<file path="src/rtl/spbc_pkg.sv">
`timescale 1ns / 1ps
// ----------------------------------------------------------------------------
// spbc_pkg
// Types and constants shared by the scan point breakpoint clustering block.
// ----------------------------------------------------------------------------
package spbc_pkg;

   // field widths
   localparam int COORD_W    = 18;
   localparam int OCC_W      = 8;
   localparam int TOL_W      = 22;
   localparam int THR_W      = 7;
   localparam int MINPTS_W   = 12;
   localparam int PCOUNT_W   = 12;
   localparam int DIFF_W     = COORD_W + 1;
   localparam int EXT_W      = 2 * DIFF_W;

   // stream word widths, padded to whole bytes
   localparam int REQ_DATA_W = ((2 * COORD_W + OCC_W + 7) / 8) * 8;
   localparam int RSP_DATA_W = ((2 * COORD_W + EXT_W + PCOUNT_W + 7) / 8) * 8;

   // configuration port
   localparam int CSR_IDX_W  = 2;
   localparam int CSR_DATA_W = TOL_W;

   localparam logic [CSR_IDX_W-1:0] CSR_TOLERANCE_SQ       = 2'd0;
   localparam logic [CSR_IDX_W-1:0] CSR_OCCUPIED_THRESHOLD = 2'd1;
   localparam logic [CSR_IDX_W-1:0] CSR_MIN_CLUSTER_POINTS = 2'd2;

   localparam logic [TOL_W-1:0]    TOLERANCE_SQ_RST       = 22'd94372;
   localparam logic [THR_W-1:0]    OCCUPIED_THRESHOLD_RST = 7'd50;
   localparam logic [MINPTS_W-1:0] MIN_CLUSTER_POINTS_RST = 12'd3;

   localparam int MAX_POINTS_DEF = 2048;

   localparam logic signed [COORD_W-1:0] COORD_MAX = {1'b0, {(COORD_W-1){1'b1}}};
   localparam logic signed [COORD_W-1:0] COORD_MIN = {1'b1, {(COORD_W-1){1'b0}}};

   typedef enum logic [3:0] {
      ST_IDLE,
      ST_EVAL,
      ST_DIST_X,
      ST_DIST_Y,
      ST_DIST_SUM,
      ST_DECIDE,
      ST_CLOSE,
      ST_DIV,
      ST_EXT_X,
      ST_EXT_Y,
      ST_EXT_SUM,
      ST_EMIT,
      ST_CLEAR,
      ST_ADD
   } state_type;

endpackage

</file>
<file path="src/rtl/scan_point_breakpoint_clustering.sv">
`timescale 1ns / 1ps
// ----------------------------------------------------------------------------
// scan_point_breakpoint_clustering
// Groups laser hit points into clusters by the gap between neighbors and
// reports centroid, squared extent and size of each closed cluster.
// ----------------------------------------------------------------------------
// The block takes one point word at a time and is not ready again until that
// point is fully handled. A point that neither closes nor flushes a cluster
// passes through the evaluate state and, if kept, the add state, preceded by
// the distance and decide states when a cluster is open. Each emitted
// cluster also passes through the bit-serial divider that forms the centroid
// x and then y, and through the extent states; a single squarer serves the
// join distance and the extent. A scan_end point may close and emit two
// clusters. The result sits in an output register, so a stalled consumer
// holds the block only when a second result is ready. Configuration words
// are accepted at any time and must only be written while the block is idle.
module scan_point_breakpoint_clustering #(
   parameter int MAX_POINTS = spbc_pkg::MAX_POINTS_DEF
) (
   input  logic                                clock,
   input  logic                                reset,
   // point_x, point_y, cell_occupancy (lowest bit up)
   input  logic                                req_tvalid,
   output logic                                req_tready,
   input  logic [spbc_pkg::REQ_DATA_W-1:0]     req_tdata,
   input  logic                                req_tlast,
   // centroid_x, centroid_y, extent_sq, point_count (lowest bit up)
   output logic                                rsp_tvalid,
   input  logic                                rsp_tready,
   output logic [spbc_pkg::RSP_DATA_W-1:0]     rsp_tdata,
   output logic                                rsp_tlast,
   input  logic                                csr_valid,
   output logic                                csr_ready,
   input  logic [spbc_pkg::CSR_IDX_W-1:0]      csr_index,
   input  logic [spbc_pkg::CSR_DATA_W-1:0]     csr_data
);

   localparam int COORD_W = spbc_pkg::COORD_W;
   localparam int DIFF_W  = spbc_pkg::DIFF_W;
   localparam int SQ_W    = spbc_pkg::EXT_W;
   localparam int CNT_W   = $clog2(MAX_POINTS + 1);
   localparam int SUM_W   = COORD_W + $clog2(MAX_POINTS);
   localparam int CMP_W   = (CNT_W > spbc_pkg::MINPTS_W) ? CNT_W : spbc_pkg::MINPTS_W;
   localparam int DCNT_W  = $clog2(SUM_W);
   localparam logic [CNT_W-1:0]  CNT_MAX  = CNT_W'(MAX_POINTS);
   localparam logic [DCNT_W-1:0] DIV_LAST = DCNT_W'(SUM_W - 1);

   spbc_pkg::state_type state_ff, state_in;

   // configuration
   logic [spbc_pkg::TOL_W-1:0]    tol_ff;
   logic [spbc_pkg::THR_W-1:0]    thr_ff;
   logic [spbc_pkg::MINPTS_W-1:0] min_pts_ff;

   // latched point
   logic signed [COORD_W-1:0]     x_ff, y_ff;
   logic signed [spbc_pkg::OCC_W-1:0] occ_ff;
   logic                          end_ff;

   // running cluster
   logic signed [COORD_W-1:0]     prev_x_ff, prev_y_ff;
   logic signed [SUM_W-1:0]       sum_x_ff, sum_y_ff;
   logic signed [COORD_W-1:0]     min_x_ff, max_x_ff, min_y_ff, max_y_ff;
   logic [CNT_W-1:0]              cnt_ff;
   logic                          flush_ff;

   // shared squarer and accumulator
   logic signed [COORD_W-1:0]     sq_a, sq_b;
   logic signed [DIFF_W-1:0]      sq_diff;
   logic [DIFF_W-1:0]             sq_mag;
   logic [SQ_W-1:0]               sq_ff;
   logic [SQ_W-1:0]               acc_ff;
   logic [SQ_W:0]                 acc_sum;

   // bit-serial divider
   logic [SUM_W-1:0]              div_q_ff;
   logic [CNT_W-1:0]              div_rem_ff;
   logic [DCNT_W-1:0]             div_cnt_ff;
   logic                          div_sel_ff;
   logic                          div_neg_ff;
   logic [CNT_W:0]                div_trial;
   logic                          div_ge;
   logic [CNT_W:0]                div_rem_full;
   logic [SUM_W-1:0]              div_q_step;
   logic [SUM_W-1:0]              div_q_signed;
   logic                          div_last;
   logic [SUM_W-1:0]              sum_x_abs, sum_y_abs;
   logic signed [COORD_W-1:0]     cx_ff;

   // result register
   logic                          rsp_valid_ff;
   logic signed [COORD_W-1:0]     rsp_cx_ff, rsp_cy_ff;
   logic [SQ_W-1:0]               rsp_ext_ff;
   logic [spbc_pkg::PCOUNT_W-1:0] rsp_cnt_ff;
   logic                          rsp_last_ff;

   // decisions
   logic                          kept;
   logic                          join_ok;
   logic                          qualify;
   logic                          can_load;
   logic [CMP_W-1:0]              cnt_ext, need_ext;
   logic                          last_flag;

   // control
   logic accept_en, add_en, clear_en, div_init, set_break, set_flush, out_load;

   // ------------------------------------------------------------------------
   // decisions
   // ------------------------------------------------------------------------
   assign kept     = !($signed(occ_ff) > $signed({1'b0, thr_ff}));
   assign join_ok  = (acc_ff < {{(SQ_W-spbc_pkg::TOL_W){1'b0}}, tol_ff}) && (cnt_ff < CNT_MAX);
   assign cnt_ext  = CMP_W'(cnt_ff);
   assign need_ext = CMP_W'(min_pts_ff);
   assign qualify  = (cnt_ff != '0) && (cnt_ext >= need_ext);
   assign can_load = !rsp_valid_ff || rsp_tready;
   // a break at scan end leaves a one-point cluster that emits only when the
   // minimum size is at most one; otherwise the break result ends the scan
   assign last_flag = flush_ff || (end_ff && (min_pts_ff > spbc_pkg::MINPTS_W'(1)));

   // ------------------------------------------------------------------------
   // squarer operands
   // ------------------------------------------------------------------------
   always_comb begin
      sq_a = x_ff;
      sq_b = prev_x_ff;
      case (state_ff)
         spbc_pkg::ST_DIST_Y: begin
            sq_a = y_ff;
            sq_b = prev_y_ff;
         end
         spbc_pkg::ST_EXT_X: begin
            sq_a = max_x_ff;
            sq_b = min_x_ff;
         end
         spbc_pkg::ST_EXT_Y: begin
            sq_a = max_y_ff;
            sq_b = min_y_ff;
         end
         default: begin
            sq_a = x_ff;
            sq_b = prev_x_ff;
         end
      endcase
   end

   assign sq_diff = {sq_a[COORD_W-1], sq_a} - {sq_b[COORD_W-1], sq_b};
   assign sq_mag  = sq_diff[DIFF_W-1] ? DIFF_W'(-sq_diff) : DIFF_W'(sq_diff);
   assign acc_sum = {1'b0, acc_ff} + {1'b0, sq_ff};

   // ------------------------------------------------------------------------
   // divider step
   // ------------------------------------------------------------------------
   assign sum_x_abs    = sum_x_ff[SUM_W-1] ? SUM_W'(-sum_x_ff) : SUM_W'(sum_x_ff);
   assign sum_y_abs    = sum_y_ff[SUM_W-1] ? SUM_W'(-sum_y_ff) : SUM_W'(sum_y_ff);
   assign div_trial    = {div_rem_ff, div_q_ff[SUM_W-1]};
   assign div_ge       = div_trial >= {1'b0, cnt_ff};
   assign div_rem_full = div_ge ? (div_trial - {1'b0, cnt_ff}) : div_trial;
   assign div_q_step   = {div_q_ff[SUM_W-2:0], div_ge};
   assign div_q_signed = div_neg_ff ? (~div_q_step + SUM_W'(1)) : div_q_step;
   assign div_last     = (div_cnt_ff == DIV_LAST);

   // ------------------------------------------------------------------------
   // sequencer: next state
   // ------------------------------------------------------------------------
   always_comb begin
      state_in = state_ff;
      unique case (state_ff)
         spbc_pkg::ST_IDLE: begin
            if (req_tvalid) state_in = spbc_pkg::ST_EVAL;
         end
         spbc_pkg::ST_EVAL: begin
            if (kept) begin
               state_in = (cnt_ff == '0) ? spbc_pkg::ST_ADD : spbc_pkg::ST_DIST_X;
            end else if (end_ff) begin
               state_in = spbc_pkg::ST_CLOSE;
            end else begin
               state_in = spbc_pkg::ST_IDLE;
            end
         end
         spbc_pkg::ST_DIST_X:   state_in = spbc_pkg::ST_DIST_Y;
         spbc_pkg::ST_DIST_Y:   state_in = spbc_pkg::ST_DIST_SUM;
         spbc_pkg::ST_DIST_SUM: state_in = spbc_pkg::ST_DECIDE;
         spbc_pkg::ST_DECIDE: begin
            state_in = join_ok ? spbc_pkg::ST_ADD : spbc_pkg::ST_CLOSE;
         end
         spbc_pkg::ST_CLOSE: begin
            state_in = qualify ? spbc_pkg::ST_DIV : spbc_pkg::ST_CLEAR;
         end
         spbc_pkg::ST_DIV: begin
            if (div_last && div_sel_ff) state_in = spbc_pkg::ST_EXT_X;
         end
         spbc_pkg::ST_EXT_X:   state_in = spbc_pkg::ST_EXT_Y;
         spbc_pkg::ST_EXT_Y:   state_in = spbc_pkg::ST_EXT_SUM;
         spbc_pkg::ST_EXT_SUM: state_in = spbc_pkg::ST_EMIT;
         spbc_pkg::ST_EMIT: begin
            if (can_load) state_in = spbc_pkg::ST_CLEAR;
         end
         spbc_pkg::ST_CLEAR: begin
            state_in = flush_ff ? spbc_pkg::ST_IDLE : spbc_pkg::ST_ADD;
         end
         spbc_pkg::ST_ADD: begin
            state_in = end_ff ? spbc_pkg::ST_CLOSE : spbc_pkg::ST_IDLE;
         end
         default: state_in = spbc_pkg::ST_IDLE;
      endcase
   end

   // ------------------------------------------------------------------------
   // sequencer: outputs
   // ------------------------------------------------------------------------
   always_comb begin
      req_tready = 1'b0;
      add_en     = 1'b0;
      clear_en   = 1'b0;
      div_init   = 1'b0;
      set_break  = 1'b0;
      set_flush  = 1'b0;
      out_load   = 1'b0;
      unique case (state_ff)
         spbc_pkg::ST_IDLE:   req_tready = 1'b1;
         spbc_pkg::ST_EVAL:   set_flush  = !kept;
         spbc_pkg::ST_DECIDE: set_break  = !join_ok;
         spbc_pkg::ST_CLOSE:  div_init   = qualify;
         spbc_pkg::ST_EMIT:   out_load   = can_load;
         spbc_pkg::ST_CLEAR:  clear_en   = 1'b1;
         spbc_pkg::ST_ADD: begin
            add_en    = 1'b1;
            set_flush = end_ff;
         end
         default: req_tready = 1'b0;
      endcase
   end

   assign accept_en = req_tvalid && req_tready;
   assign csr_ready = 1'b1;

   always_ff @(posedge clock) begin
      if (reset) begin
         state_ff <= spbc_pkg::ST_IDLE;
      end else begin
         state_ff <= state_in;
      end
   end

   // ------------------------------------------------------------------------
   // configuration registers
   // ------------------------------------------------------------------------
   always_ff @(posedge clock) begin
      if (reset) begin
         tol_ff     <= spbc_pkg::TOLERANCE_SQ_RST;
         thr_ff     <= spbc_pkg::OCCUPIED_THRESHOLD_RST;
         min_pts_ff <= spbc_pkg::MIN_CLUSTER_POINTS_RST;
      end else if (csr_valid && csr_ready) begin
         unique case (csr_index)
            spbc_pkg::CSR_TOLERANCE_SQ:       tol_ff <= csr_data;
            spbc_pkg::CSR_OCCUPIED_THRESHOLD: thr_ff <= csr_data[spbc_pkg::THR_W-1:0];
            spbc_pkg::CSR_MIN_CLUSTER_POINTS: min_pts_ff <= csr_data[spbc_pkg::MINPTS_W-1:0];
            default: ;
         endcase
      end
   end

   // ------------------------------------------------------------------------
   // point latch, squarer and accumulator
   // ------------------------------------------------------------------------
   always_ff @(posedge clock) begin
      if (accept_en) begin
         x_ff   <= req_tdata[COORD_W-1:0];
         y_ff   <= req_tdata[2*COORD_W-1:COORD_W];
         occ_ff <= req_tdata[2*COORD_W+spbc_pkg::OCC_W-1:2*COORD_W];
         end_ff <= req_tlast;
      end
      sq_ff <= SQ_W'(sq_mag * sq_mag);
      if (state_ff == spbc_pkg::ST_DIST_Y || state_ff == spbc_pkg::ST_EXT_Y) begin
         acc_ff <= sq_ff;
      end else if (state_ff == spbc_pkg::ST_DIST_SUM || state_ff == spbc_pkg::ST_EXT_SUM) begin
         acc_ff <= acc_sum[SQ_W-1:0];
      end
   end

   // ------------------------------------------------------------------------
   // running cluster
   // ------------------------------------------------------------------------
   always_ff @(posedge clock) begin
      if (reset) begin
         prev_x_ff <= '0;
         prev_y_ff <= '0;
         sum_x_ff  <= '0;
         sum_y_ff  <= '0;
         min_x_ff  <= spbc_pkg::COORD_MAX;
         min_y_ff  <= spbc_pkg::COORD_MAX;
         max_x_ff  <= spbc_pkg::COORD_MIN;
         max_y_ff  <= spbc_pkg::COORD_MIN;
         cnt_ff    <= '0;
         flush_ff  <= 1'b0;
      end else begin
         if (set_flush) flush_ff <= 1'b1;
         if (set_break) flush_ff <= 1'b0;
         if (clear_en) begin
            sum_x_ff <= '0;
            sum_y_ff <= '0;
            min_x_ff <= spbc_pkg::COORD_MAX;
            min_y_ff <= spbc_pkg::COORD_MAX;
            max_x_ff <= spbc_pkg::COORD_MIN;
            max_y_ff <= spbc_pkg::COORD_MIN;
            cnt_ff   <= '0;
            // scan end also forgets the previous point
            if (flush_ff) begin
               prev_x_ff <= '0;
               prev_y_ff <= '0;
            end
         end else if (add_en) begin
            sum_x_ff  <= sum_x_ff + {{(SUM_W-COORD_W){x_ff[COORD_W-1]}}, x_ff};
            sum_y_ff  <= sum_y_ff + {{(SUM_W-COORD_W){y_ff[COORD_W-1]}}, y_ff};
            if (x_ff < min_x_ff) min_x_ff <= x_ff;
            if (x_ff > max_x_ff) max_x_ff <= x_ff;
            if (y_ff < min_y_ff) min_y_ff <= y_ff;
            if (y_ff > max_y_ff) max_y_ff <= y_ff;
            cnt_ff    <= cnt_ff + CNT_W'(1);
            prev_x_ff <= x_ff;
            prev_y_ff <= y_ff;
         end
      end
   end

   // ------------------------------------------------------------------------
   // centroid divider: x first, then y, one quotient bit a cycle
   // ------------------------------------------------------------------------
   always_ff @(posedge clock) begin
      if (div_init) begin
         div_q_ff   <= sum_x_abs;
         div_neg_ff <= sum_x_ff[SUM_W-1];
         div_rem_ff <= '0;
         div_cnt_ff <= '0;
         div_sel_ff <= 1'b0;
      end else if (state_ff == spbc_pkg::ST_DIV) begin
         if (div_last) begin
            div_rem_ff <= '0;
            div_cnt_ff <= '0;
            if (!div_sel_ff) begin
               cx_ff      <= div_q_signed[COORD_W-1:0];
               div_q_ff   <= sum_y_abs;
               div_neg_ff <= sum_y_ff[SUM_W-1];
               div_sel_ff <= 1'b1;
            end else begin
               div_q_ff <= div_q_signed;
            end
         end else begin
            div_q_ff   <= div_q_step;
            div_rem_ff <= div_rem_full[CNT_W-1:0];
            div_cnt_ff <= div_cnt_ff + DCNT_W'(1);
         end
      end
   end

   // ------------------------------------------------------------------------
   // result register
   // ------------------------------------------------------------------------
   always_ff @(posedge clock) begin
      if (reset) begin
         rsp_valid_ff <= 1'b0;
      end else if (out_load) begin
         rsp_valid_ff <= 1'b1;
      end else if (rsp_tready) begin
         rsp_valid_ff <= 1'b0;
      end
   end

   always_ff @(posedge clock) begin
      if (out_load) begin
         rsp_cx_ff   <= cx_ff;
         rsp_cy_ff   <= div_q_ff[COORD_W-1:0];
         rsp_ext_ff  <= acc_ff;
         rsp_cnt_ff  <= cnt_ext[spbc_pkg::PCOUNT_W-1:0];
         rsp_last_ff <= last_flag;
      end
   end

   assign rsp_tvalid = rsp_valid_ff;
   assign rsp_tlast  = rsp_last_ff;
   assign rsp_tdata  = {{(spbc_pkg::RSP_DATA_W-2*COORD_W-SQ_W-spbc_pkg::PCOUNT_W){1'b0}},
                        rsp_cnt_ff, rsp_ext_ff, rsp_cy_ff, rsp_cx_ff};

`ifndef SYNTHESIS
   a_count_bound: assert property (@(posedge clock) disable iff (reset)
      cnt_ff <= CNT_MAX)
      else $error("cluster point count above MAX_POINTS");

   a_busy_after_accept: assert property (@(posedge clock) disable iff (reset)
      (req_tvalid && req_tready) |=> !req_tready)
      else $error("input accepted on consecutive cycles");

   a_empty_is_clear: assert property (@(posedge clock) disable iff (reset)
      (cnt_ff == '0) |-> (sum_x_ff == '0 && sum_y_ff == '0 &&
                          min_x_ff == spbc_pkg::COORD_MAX &&
                          max_y_ff == spbc_pkg::COORD_MIN))
      else $error("empty cluster holds stale accumulators");

   a_load_has_points: assert property (@(posedge clock) disable iff (reset)
      out_load |-> (cnt_ff != '0 && $past(state_ff) != spbc_pkg::ST_IDLE))
      else $error("result loaded without a cluster");
`endif

endmodule

</file>
<file path="config.mk">
export PLATFORM = sky130hd
export DESIGN_NAME = scan_point_breakpoint_clustering
export DESIGN_NICKNAME = d
export VERILOG_FILES = /design/src/rtl/spbc_pkg.sv /design/src/rtl/scan_point_breakpoint_clustering.sv
export SDC_FILE = /design/constraint.sdc
export NUM_CORES = 2
export LEC_CHECK = 0
export ABC_AREA = 1
export BUFFER_PORTS_ARGS = -buffer_cell sky130_fd_sc_hd__buf_2
export CORE_AREA = 2 2 323 325
export CTS_CLUSTER_DIAMETER = 200
export CTS_CLUSTER_SIZE = 12
export DETAILED_ROUTE_END_ITERATION = 8
export DIE_AREA = 0 0 325 327
export SETUP_SLACK_MARGIN = 0.05
export SLEW_MARGIN = 20
export SYNTH_ARGS = -nofsm -noshare
export SYNTH_HDL_FRONTEND = slang
export SYNTH_SLANG_ARGS = --single-unit
</file>
<file path="constraint.sdc">
create_clock -name clock -period 9.1 [get_ports clock]
set_input_delay 2.275 -clock clock [delete_from_list [all_inputs] [get_ports clock]]
set_output_delay 2.275 -clock clock [all_outputs]
set_load 0.005 [all_outputs]
</file>
Word-level counts from Yosys, hierarchy flattened
Cells that the tools add are included.
W data, S select, Z words.
Cells by class
  add/subtract/negate cells: 11
  multiply operators: 1
  order comparisons: 10
  equal/unequal tests: 21
  mux-type cells: 43
  bitwise operators: 3
  reduce and logical (&&, ||, !) cells: 34
Operator list (number)
  $mux W29: 7
  $pmux W18 S3: 2
  $mux W18: 5
  $mux W38: 2
  $add A29 B29 Y29: 2
  $neg A29 Y29: 2
  $pmux W4 S14: 1
  $add A38 B38 Y38: 1
  $lt A38 B22 Y1: 1
  $mul A19 B19 Y38: 1
  $gt A18 B18 Y1: 2
  $lt A18 B18 Y1: 2
  $mux W4: 8
  $add A29 B1 Y29 const B: 1
  $not A29 Y29: 1
  $eq A4 B4 Y1 const B: 6
  $mux W12: 2
  $mux W19: 1
  $neg A19 Y19: 1
  $sub A18 B18 Y19: 1
  $reduce_and A2 Y1: 9
  $eq A4 B3 Y1 const B: 4
  $ge A13 B12 Y1: 1
  $add A12 B1 Y12 const B: 1
  29 further kinds: 59
Storage, ports and cells
  register bits after elaboration: 499
  input bits: 78

Longest topological paths before layout
  depth after elaboration: 8
  depth in mapped cells: 53
  gate-level depth less buffers: 53

Least setup slack after synthesis
Ideal clock, no wire load.
  path kind: register -> register
  from: register state_ff[1]
  to: register sq_ff[34]
  library setup time: 0.072 ns
  arrival time: 8.434 ns
  path slack: 0.594 ns
  stages on the path, launching flop included: 41
  buffers on the path: 2
  period minus slack after synthesis: 8.506 ns
  cells stage by stage: dfxtp_1 > nand2_1 > nor2_1 > inv_1 > nand2_1 > buf_1 > a41oi_1 > ha_1 > fa_1 > ha_1 > inv_1 > nor2_1 > nand3_1 > nor2_1 > nand2_1 > nor2_2 > a21oi_1 > or2_1 > [5 not listed] > fa_1 > fa_1 > fa_1 > inv_1 > fa_1 > inv_1 > fa_1 > inv_1 > ha_1 > nand2_1 > nor4_1 > nand2_1 > o211ai_1 > nand2_1 > o211ai_1 > nand2_1 > nand2_1 > xor2_1
On the way
  longest elaborated chain between the ends: 6
RTL lines
  start, declared: line scan_point_breakpoint_clustering.sv:48  | spbc_pkg::state_type state_ff, state_in;
  start signal, assigned: line scan_point_breakpoint_clustering.sv:240  | state_ff <= spbc_pkg::ST_IDLE;
  start signal, assigned: line scan_point_breakpoint_clustering.sv:242  | state_ff <= state_in;
  $eq A4 B4 Y1 / $eq A4 B2 Y1 (equally long branches): line scan_point_breakpoint_clustering.sv:127  | case (state_ff)
  $pmux W18 S3: line scan_point_breakpoint_clustering.sv:127
  $sub A18 B18 Y19 *: line scan_point_breakpoint_clustering.sv:147  | assign sq_diff = {sq_a[COORD_W-1], sq_a} - {sq_b[COORD_W-1], sq_b};
  $neg A19 Y19: line scan_point_breakpoint_clustering.sv:148  | assign sq_mag = sq_diff[DIFF_W-1] ? DIFF_W'(-sq_diff) : DIFF_W'(sq_diff);
  $mux W19 *: line scan_point_breakpoint_clustering.sv:148
  $mul A19 B19 Y38 *: line scan_point_breakpoint_clustering.sv:274  | sq_ff <= SQ_W'(sq_mag * sq_mag);
  end signal, assigned: line scan_point_breakpoint_clustering.sv:274
  end, declared: line scan_point_breakpoint_clustering.sv:71  | logic [SQ_W-1:0] sq_ff;
Every way passes the cells marked *; elsewhere a longest branch is shown, timed or not.
A chain may end at the register's enable or synchronous reset.

Final worst setup path
  from: register state_ff[3]
  to: register sq_ff[34]
Same word-level chain as after synthesis.

==> reports/metrics.cfg <==
[placed_design]
post-dp-hpwl_mm = 94.9
routabilityCongestion = 0.925
port_buffers = 162

[drt]
postRouteAntennaNets = 0
vias = 35700
first_iter_violations = 2642
avgViaCountPerCell = 5.04
dr.pass1.iters = 5
drt_wl_total_mm = 120
wire_per_inst_um = 16.9
drc = 0

[worst_setup_path]
crit_fanout = 21
critical_path_required_ns = 9.64
r2r_cells = 46
end_kind = flip-flop
crit_path_start_kind = flip-flop
setup.worst_path.class = flip-flop to flip-flop
critical_path_arrival_ns = 9.25
crit_slowest_cell = fa_1
rr_endpoint = sq_ff[34]
cpPeakStageDelay_ns = 0.57
r2r_slack_ns = 0.39
cpMostUsedCell = nand2_1
timing.rr.start = state_ff[3]

[clock_tree]
tritoncts = done
clk_latency_ns = 0.66
cts_root_buf = clkbuf_16
clkSinkCount = 498
clkTransAtPathRegs_ns = 0.07
cts_buffer_depth = 3
ctsHtreeMaxLevel = 2
cts_buffers = 47

[floorplanning]
die_w_um = 325
rows = 118
core_area_sq_mm = 0.103
pin_count = 170
start_util_pct = 39.7
die_h_um = 327
dieArea_sq_mm = 0.106

[synthesis]
ys_warn_count = 0
synth_seq_area_share_pct = 29.7
synth_edf_count = 218
synthesis.area_sq_mm = 0.0409
async_flop_share_pct = 0
syn_avg_cell_area_sq_um = 7.80
synth_top_area_share_pct = 16.0
syn_inst = 5245
yosys.area.top_type = edfxtp_1
synth.ff_latch_count = 498
synth.distinct_cells = 56
synthTopCellsByArea = edfxtp_1 (16%), dfxtp_1 (14%), fa_1 (12%), ha_1 (11%), nand2_1 (9.8%)
synth_top_flop_cell = dfxtp_1

[timing]
hold_violations = 0
setup_tns_ns = 0
period_needed_ns = 8.71
period_share_pct = 95.7
fin_worst_skew_ns = 0.0481
final_max_slew_viol_count = 0
setup_viol = 0
worst_pin_slew_ns = 1.02
slew_headroom_pct = 31.9
fin_hold_ws_ns = 0.417
clock.fmax_ghz = 0.115
rsz0062_at_grt = yes

[cells_and_area]
nets = 6377
final_common_cell = nand2_1
antenna_cells = 0
syn_to_final_growth_pct = 16.6
layout_common_cells = nand2_1 (1047), inv_1 (861), nor2_1 (456), a21oi_1 (387), ha_1 (345)
layout-drive-gt1-share_pct = 13.7

[worst_hold_path]
whs_path_depth = 0
hp-class = flip-flop to flip-flop
hp-start = cx_ff[1]
holdPathEnd = rsp_cx_ff[1]

[global_route]
grt_start_max_net_pins = 83
antenna_found_initial = 1
grt_usage_pct = 22.4
grt_pass1_vias = 34800
grt_first_pass_wirelength_mm = 191
grt_overflow = 0

[status]
status = finished, final reports clean

[flow_run]
drv_cap = 0

[registers in the layout, summed over array words and instances (netlist names), 22 cells and up]
| signal | cells |
|---|---|
| sum_y_ff | 29 |
| div_q_ff | 29 |
| rsp_ext_ff | 38 |
| acc_ff | 38 |
| sum_x_ff | 29 |
| sq_ff | 37 |
| tol_ff | 22 |
[cell families (layout without fill, tap and decap cells)]
logic type      count (synthesis)  after routing  share of synthesized area, %
xor+xnor                      164            164                          3.63
buf+inv                      1037           1492                          9.78
fa+ha+maj                     617            617                          23.5
flops                         498            498                          29.7
compound gates                990            990                          13.8
other cells                     2             17                        0.0184
simple gates                 1937           1937                          19.6
[through the flow]
stage	worst slack [ns]	cells	cell area [sq um]	utilization (%)
final	0.394	7095	47700	46.3
after floorplan	0.594	5260	41000	-
after detailed placement	-0.214	6992	45500	44.2
after global routing	-0.0785	7095	47700	46.3
after global placement	-0.172	6992	45500	44.2
after CTS	0.0300	7076	46900	45.6
[layer usage]
layer / routed length (um) / vias up / global-route usage (%)
met5: 13 / - / 0
met1: 56600 / 16800 / 31.3
met4: 2810 / 2 / 5.51
met3: 6690 / 159 / 3.24
met2: 54100 / 883 / 36.6
li1: - / 17900 / -
[critical path: cells and delay by family (launching register included)]
kind / cells / cell delay (ns)
AOI/OAI and AO/OA: 4 / 0.71
xor gates and xnor gates: 1 / 0.13
buffers and inverters: 12 / 1.39
adders and majority gates: 8 / 3.78
DFF: 1 / 0.34
and+or+nand+nor: 21 / 2.24
[how the worst max path moves through the flow]
| stage | start | endpoint | slack, ns | cells after the start |
|---|---|---|---|---|
| after floorplan | state_ff[1] | sq_ff[34] | 0.59 | 40 |
| after CTS | state_ff[3] | sq_ff[33] | 0.03 | 42 |
| after global placement | state_ff[3] | sq_ff[33] | -0.17 | 46 |
| after global routing | state_ff[3] | sq_ff[34] | -0.08 | 46 |
| final | state_ff[3] | sq_ff[34] | 0.39 | 46 |
| after detailed placement | state_ff[2] | sq_ff[33] | -0.21 | 42 |
[cell type report]
cell class	count	area [sq um]
Clock inverter	5	62.6
Sequential cell	498	12200
Multi-Input combinational cell	3725	25400
Inverter	900	3400
Tap cell	1380	1730
Timing Repair Buffer	510	3620
Fill cell	10200	55200
Clock buffer	77	1290
[what timing repair did]
item                                    4_1_cts  5_1_grt
buffers inserted                              2       18
pin swaps                                     1       41
hold buffers                                  0        0
endpoints found under the setup margin       16       25
resized for setup                            14      144
[cells in the mapped netlist (all sizes together) (9+ instances only)]
| cell | n |
|---|---|
| a21o | 22 |
| xnor2 | 41 |
| xor2 | 123 |
| o22ai | 44 |
| nand3 | 186 |
| fa | 252 |
| a31oi | 27 |
| nor4 | 19 |
| clkbuf | 98 |
| ha | 365 |
| nor3 | 55 |
| a21boi | 9 |
| o21a | 19 |
| nand4 | 49 |
| inv | 893 |
| nand2 | 1088 |
| nor2 | 509 |
| dfxtp | 280 |
| o21ai | 319 |
| or2 | 18 |
| a21oi | 395 |
| o21bai | 23 |
| o211ai | 83 |
| a211oi | 11 |
| buf | 39 |
| edfxtp | 218 |
| o2111ai | 13 |
Power is not shown: default switching activity piles up to over one toggle a cycle in this logic, so the estimate is an artifact.
